## config.mk

```make
export PLATFORM = sky130hd
export DESIGN_NAME = dcpm_back
export DESIGN_NICKNAME = d
export VERILOG_FILES = /design/src/sv/dcpm_pkg.sv /design/src/sv/dcpm_back.sv
export SDC_FILE = /design/constraint.sdc
export NUM_CORES = 1
export LEC_CHECK = 0
export BUFFER_PORTS_ARGS = -buffer_cell sky130_fd_sc_hd__buf_2
export CAP_MARGIN = 20
export CORE_UTILIZATION = 55
export DETAILED_ROUTE_END_ITERATION = 8
export PLACE_DENSITY = 0.81
export SYNTH_ARGS = -nofsm -noshare
export SYNTH_HDL_FRONTEND = slang
export SYNTH_SLANG_ARGS = --single-unit
```

## constraint.sdc

```tcl
create_clock -name clk -period 17.5 [get_ports clk]
set_input_delay 3.5 -clock clk [delete_from_list [all_inputs] [get_ports clk]]
set_output_delay 3.5 -clock clk [all_outputs]
set_load 0.01 [all_outputs]
```

## src/sv/dcpm_pkg.sv

```systemverilog
`default_nettype none
// ----------------------------------------------------------------------------
// dcpm_pkg
// Shared widths, register map, reset values and config bundle for the
// two-channel PID speed controller.
// ----------------------------------------------------------------------------
package dcpm_pkg;

  localparam int NUM_CHANNELS_DEF   = 2;
  localparam int SPEED_WIDTH_DEF    = 16;
  localparam int GAIN_FRAC_BITS_DEF = 8;

  localparam int GAIN_W    = 16;
  localparam int LIMIT_W   = 15;
  localparam int ERR_SUM_W = 16;   // holds +/- a LIMIT_W magnitude
  localparam int DRIVE_W   = 16;
  localparam int CFG_IDX_W = 3;
  localparam int CFG_DATA_W = 16;

  localparam logic [GAIN_W-1:0]  PROP_GAIN_RST       = 16'd6400;
  localparam logic [GAIN_W-1:0]  INTEG_GAIN_RST      = 16'd384;
  localparam logic [GAIN_W-1:0]  DERIV_GAIN_RST      = 16'd77;
  localparam logic [LIMIT_W-1:0] INTEGRAL_LIMIT_RST  = 15'd500;
  localparam logic [LIMIT_W-1:0] MIN_START_DRIVE_RST = 15'd2000;
  localparam logic [LIMIT_W-1:0] DRIVE_LIMIT_RST     = 15'd5000;

  typedef enum logic [CFG_IDX_W-1:0] {
    REG_PROP_GAIN       = 3'd0,
    REG_INTEG_GAIN      = 3'd1,
    REG_DERIV_GAIN      = 3'd2,
    REG_INTEGRAL_LIMIT  = 3'd3,
    REG_MIN_START_DRIVE = 3'd4,
    REG_DRIVE_LIMIT     = 3'd5
  } cfg_reg_t;

  typedef struct packed {
    logic [GAIN_W-1:0]  prop_gain;
    logic [GAIN_W-1:0]  integ_gain;
    logic [GAIN_W-1:0]  deriv_gain;
    logic [LIMIT_W-1:0] integral_limit;
    logic [LIMIT_W-1:0] min_start_drive;
    logic [LIMIT_W-1:0] drive_limit;
  } cfg_t;

endpackage
`default_nettype wire

```

## src/sv/dcpm_back.sv

```systemverilog
`default_nettype none
// ----------------------------------------------------------------------------
// dcpm_back
// Sums the products, truncates toward zero, applies start boost and output
// saturation into the result register.
// ----------------------------------------------------------------------------
module dcpm_back #(
  parameter int GAIN_FRAC_BITS = dcpm_pkg::GAIN_FRAC_BITS_DEF,
  parameter int PROD_W         = dcpm_pkg::SPEED_WIDTH_DEF + 19
) (
  input  wire                             clk,
  input  wire                             adv,
  input  wire signed [PROD_W-1:0]         prop,
  input  wire signed [PROD_W-1:0]         integ,
  input  wire signed [PROD_W-1:0]         deriv,
  input  wire                             targ_nz,
  input  wire dcpm_pkg::cfg_t             cfg,
  output logic signed [dcpm_pkg::DRIVE_W-1:0] drive_r
);
  import dcpm_pkg::*;

  localparam int ACC_W = PROD_W + 2;
  localparam logic [ACC_W-1:0] BIAS =
    {{(ACC_W-GAIN_FRAC_BITS){1'b0}}, {GAIN_FRAC_BITS{1'b1}}};

  logic signed [ACC_W-1:0] acc;
  logic signed [ACC_W-1:0] y;
  logic signed [ACC_W-1:0] yb;
  logic signed [ACC_W-1:0] mind;
  logic signed [ACC_W-1:0] dlim;
  logic signed [ACC_W-1:0] ys;

  always_comb begin
    acc  = ACC_W'(prop) + ACC_W'(integ) + ACC_W'(deriv);
    // bias negatives so the arithmetic shift rounds toward zero
    y    = (acc + (acc[ACC_W-1] ? $signed(BIAS) : $signed(ACC_W'(0)))) >>> GAIN_FRAC_BITS;
    mind = $signed(ACC_W'(cfg.min_start_drive));
    dlim = $signed(ACC_W'(cfg.drive_limit));
    yb   = y;
    if (targ_nz) begin
      if (y > 0 && y < mind) begin
        yb = mind;
      end else if (y < 0 && y > -mind) begin
        yb = -mind;
      end
    end
    if (yb > dlim) begin
      ys = dlim;
    end else if (yb < -dlim) begin
      ys = -dlim;
    end else begin
      ys = yb;
    end
  end

  always_ff @(posedge clk) begin
    if (adv) begin
      drive_r <= DRIVE_W'(ys);
    end
  end

endmodule
`default_nettype wire

```

* Word-level counts from Yosys, hierarchy flattened
Cells that the tools add are included.
** Operators by class
- Reductions and logical operators :: 2
- Equal/unequal tests :: 0
- Multipliers :: 0
- $lt $le $gt $ge :: 6
- Bitwise logic cells :: 0
- Shift-type cells :: 0
- Mux-type cells :: 6
- Divide/modulo/power cells :: 0
- Add/sub/neg operators :: 5
** Operators by type and width (count)
- $mux W37 :: 3
- $neg A15 Y37 :: 2
- $add A36 B35 Y37 :: 1
- $add A37 B9 Y37 :: 1
- $gt A29 B37 Y1 :: 1
- $gt A37 B16 Y1 :: 1
- $lt A37 B37 Y1 :: 1
- $add A35 B35 Y36 :: 1
- $gt A29 B1 Y1 const B :: 1
- $lt A29 B1 Y1 const B :: 1
- $lt A29 B16 Y1 :: 1
- $mux W16 :: 1
- $mux W15 :: 1
- $mux W8 :: 1
- $logic_and A1 B1 Y1 :: 2
** Word-level totals
- Latch bits :: 0
- Bits of input ports :: 201
- Register bits after elaboration :: 16
- Bits in writable memories :: 0
- Memories kept :: 0
- ROM bits :: 0

* Depth between registers and ports, before layout
- Depth after elaboration :: 12
- Mapped depth :: 53
- Mapped depth without buffers :: 48

* Worst setup path before layout
Ideal clock, no wire load.
- Kind :: in2reg
- From :: input prop[27]
- To :: register drive_r[10] in the netlist's numbering, data pin
- Arrival :: 13.328 ns
- Library setup time :: 0.270 ns
- Stages on the path :: 51
- Buffers on the path :: 7
- Path slack :: 3.902 ns
- Required time :: 17.230 ns
- Cell sequence :: fa_1 -> ha_1 -> buf_2 -> a21oi_2 -> o21ai_1 -> a211o_1 -> a221o_1 -> a21oi_2 -> mux2_2 -> inv_1 -> ha_1 -> nand2_1 -> o31ai_1 -> mux2i_1 -> buf_2 -> nor3_2 -> nand4_1 -> o31ai_2 -> (+15 left out) -> inv_1 -> ha_1 -> a21o_1 -> a21o_1 -> a21o_1 -> a21o_1 -> a21oi_1 -> nor2b_1 -> o21ai_0 -> a21boi_0 -> o21a_1 -> o21ai_0 -> nand4_1 -> o31ai_1 -> clkbuf_1 -> o41ai_1 -> o21ai_0 -> o211ai_1
** Between the ends
- Cells in the longest elaborated chain, start to end :: 12
** RTL lines
- from (decl) :: RTL line dcpm_back.sv:13 : input wire signed [PROD_W-1:0] prop,
- $add A35 B35 Y36 * :: RTL line dcpm_back.sv:34 : acc = ACC_W'(prop) + ACC_W'(integ) + ACC_W'(deriv);
- $add A36 B35 Y37 * :: RTL line dcpm_back.sv:34
- $mux W8 :: RTL line dcpm_back.sv:36 : y = (acc + (acc[ACC_W-1] ? $signed(BIAS) : $signed(ACC_W'(0)))) >>> GAIN_FRAC_BITS;
- $add A37 B9 Y37 * :: RTL line dcpm_back.sv:36
- $gt A29 B37 Y1 / $lt A29 B1 Y1 (equally long branches) :: RTL line dcpm_back.sv:43 : end else if (y < 0 && y > -mind) begin
- $logic_and A1 B1 Y1 :: RTL line dcpm_back.sv:43
- $mux W37 :: RTL line dcpm_back.sv:43
- $mux W37 :: RTL line dcpm_back.sv:41 : if (y > 0 && y < mind) begin
- $mux W37 * :: RTL line dcpm_back.sv:40 : if (targ_nz) begin
- $lt A37 B37 Y1 :: RTL line dcpm_back.sv:49 : end else if (yb < -dlim) begin
- $mux W16 :: RTL line dcpm_back.sv:49
- $mux W15 * :: RTL line dcpm_back.sv:47 : if (yb > dlim) begin
- net ys[10] :: RTL line dcpm_back.sv:31 : logic signed [ACC_W-1:0] ys;
- to (signal assigned) :: RTL line dcpm_back.sv:58 : drive_r <= DRIVE_W'(ys);
- to (decl) :: RTL line dcpm_back.sv:18 : output logic signed [dcpm_pkg::DRIVE_W-1:0] drive_r
The timed path passes the listed nets; every way through them passes the cells marked *.
A chain may end at the register's enable or synchronous reset.

* Worst setup path after layout
- From :: input prop[15]
- To :: register drive_r[0] in the netlist's numbering, data pin
The elaborated chain is that of the path after synthesis.

==> flow_summary.toml <==
[detailed_routing]
first_iter_violations = 594
drc = 0
antenna_left = 0
vias = 9844
firstDrtPassIters = 7
wire_per_inst_um = 16.3
wirelength_um = 25200
vias_per_cell = 6.38

[sta]
whs_ns = 3.61
slew_violations = 0
setup_viol = 0
relSlewSlack = 0.374
fin_crit_sh = 0.860
period_needed_ns = 15.05
rsz0062_at_grt = "no"
hold_viol_final = 0
worstMarginPinSlew_ns = 0.932
max_clock_freq_ghz = 0.0664
fin_setup_tns_ns = 0

[final_layout]
largestRegisters = "drive_r: 16 flops"
regMostFlops = "drive_r"
fin_nets = 1702
n_antenna_cell = 0
fin_util = 0.615
layoutNonFillerInstCount = 1544
drive_gt1_frac = 0.179
syn2layout_area_growth_pct = 9.12
largest_reg_flops = 16

[clock_network]
cts_resized = 0
cts_tree = "built"
htreeDepth = 1
clk_pin_slew_worst_paths_ns = 0.05
ctsHoldBuffers = 0
cts_sinks = 16
clock_path_buffers = 2
ctsRootBufferMaster = "clkbuf_16"
cts_buffers = 3
cts_setup_buffers = 0

[synth]
ys_top_cells_by_count = "139 x ha_1, 89 x nor2_1, 82 x nand2_1, 72 x a21oi_1, 70 x inv_1"
synth_top_area_share = 0.185
synth_cell_types = 97
syn_inst = 1216
synth_fp_nets = 1592
yosysSeqAreaShare = 0.0512
avgSynthCellArea_um2 = 7.72
yosysMostFrequentCell = "ha_1"
ys_seq_elements = 16
async_reset_ff_frac = 0
ys.flop_type = "edfxtp_1"
yosysWarnings = 0
synth_top_area_cell = "ha_1"
netlist_top_cells_area = "ha_1 19%, fa_1 7.7%, edfxtp_1 5.1%"
synth_area_um2 = 9380
synth_edf_count = 16

[power_and_ir_drop]
power.leakage_nw = 4.57
seqPwrFrac = 0.061
p_total_mw = 0.973
cellInternalPower_mw = 0.424
pwr-share-comb = 0.895
power.share.clock = 0.044
p_sw_mw = 0.548
ir_drop_mv = 0.0721
p_sw_frac = 0.564
power_density_nw_per_um2 = 95.0

[setup_path]
worst_setup_path_end_kind = "flop"
start_kind = "primary input"
worst_path_most_repeated_cell = "a21o_1"
worst_ep_required_time_ns = 17.47
worstPathMaxFanout = 27
crit_arrival_ns = 15.03
critical_path_class = "primary input to flop"
cpPeakStageDelay_ns = 0.56
cp_slowest_cell = "nor3_1"

[global_route]
use_met1 = 0.360
grt_pass1_wl_um = 42100
antenna_found_initial = 1
top_usage_layer = "met2"
grt_max_degree = 28
grt_use_met3 = 0.0134
grt_pass1_vias = 9167
grt.total_usage = 0.283
overflow = 0
met2_usage = 0.506

[placement]
gp_congestion = 0.938
place_hpwl_um = 21300
numPortBuffers = 153
place_inst = 1541

[worst_hold_path]
hold_end = "drive_r[1]$_DFFE_PP_"
holdPathStages = 2
min_path_type = "primary input to flop"
hp-start = "cfg[1]"

[floorplanning]
dieHeight_um = 133
pin_count = 217
rows = 47
initial_core_util = 0.564
fp.coreArea_um2 = 16600
dieArea_um2 = 17600
chipWidth_um = 133

[run]
drv_cap = 0

[outcome]
status = "finished clean"
-- placed cells by master, fill, tap and decap left out, drive strengths merged, types with 19 or more instances in the layout --
cell    count
buf       159
ha        139
nor2       89
nand2      85
a21oi      84
inv        71
o21ai      71
nand3      47
nor3       42
o211ai     39
xnor2      39
nand4      37
fa         36
a21o       33
xor2       21
nor2b      21
o21a       21
and2       20
nor4       20
and4       19
-- kinds of logic (layout without fill, tap and decap cells) --
kind of cell	count (synthesis)	in the layout	share of synthesized area
simple gates	461	461	0.276
compound gates	367	367	0.278
fa+ha+maj	175	175	0.262
buf+inv	125	233	0.0615
xor+xnor	60	60	0.0576
flops	16	16	0.0512
mux	12	12	0.0131
-- power by group through the flow --
| stage | Combinational, mW | Clock [mW] | Sequential, mW |
|---|---|---|---|
| floorplan | 0.647 | 0 | 0.0667 |
| global placement | 0.829 | 0 | 0.0599 |
| detailed placement | 0.853 | 0 | 0.0602 |
| CTS | 0.859 | 0.0433 | 0.0595 |
| global route | 0.971 | 0.0448 | 0.0602 |
| finish | 0.870 | 0.0431 | 0.0593 |
-- critical path: cells and delay by family --
kind                       cells  cell delay (ns)
AOI/OAI and AO/OA             26             6.75
adders and majority gates      5             1.60
buffers and inverters          5             0.99
muxes                          3             0.70
and+or+nand+nor                6             1.44
-- through the flow --
| step | setup slack [ns] | cell area, µm² |
|---|---|---|
| floorplan | 3.90 | 9380 |
| global placement | 2.61 | 10200 |
| detailed placement | 2.51 | 10200 |
| CTS | 2.68 | 10200 |
| global route | 1.88 | 10200 |
| finish | 2.45 | 10200 |
-- worst max path at each step --
| stage | start | endpoint | slack (ns) | cells past startpoint |
|---|---|---|---|---|
| 4_1_cts | prop[15] | drive_r[0]$_DFFE_PP_ | 2.68 | 45 |
| 5_1_grt | prop[15] | drive_r[10]$_DFFE_PP_ | 1.88 | 46 |
| 3_3_place_gp | prop[23] | drive_r[0]$_DFFE_PP_ | 2.61 | 45 |
| 2_1_floorplan | prop[27] | drive_r[10]$_DFFE_PP_ | 3.90 | 51 |
| 6_report | prop[15] | drive_r[0]$_DFFE_PP_ | 2.45 | 45 |
| 3_5_place_dp | prop[15] | drive_r[0]$_DFFE_PP_ | 2.51 | 45 |
-- routing by layer --
metal | up-vias | part of all wire
li1 | 4844 | -
met1 | 4563 | 0.44
met2 | 386 | 0.47
met3 | 49 | 0.056
met4 | 2 | 0.032
met5 | - | 0.00040
-- layout make-up --
class | instances | area, µm²
clock buffer | 3 | 75.1
fill | 1484 | 6400
inverter | 71 | 267
multi-input combinational | 1075 | 8330
sequential | 16 | 480
tap | 220 | 275
timing repair buffer | 159 | 811
Note: power is estimated with default switching activity, not from simulation.
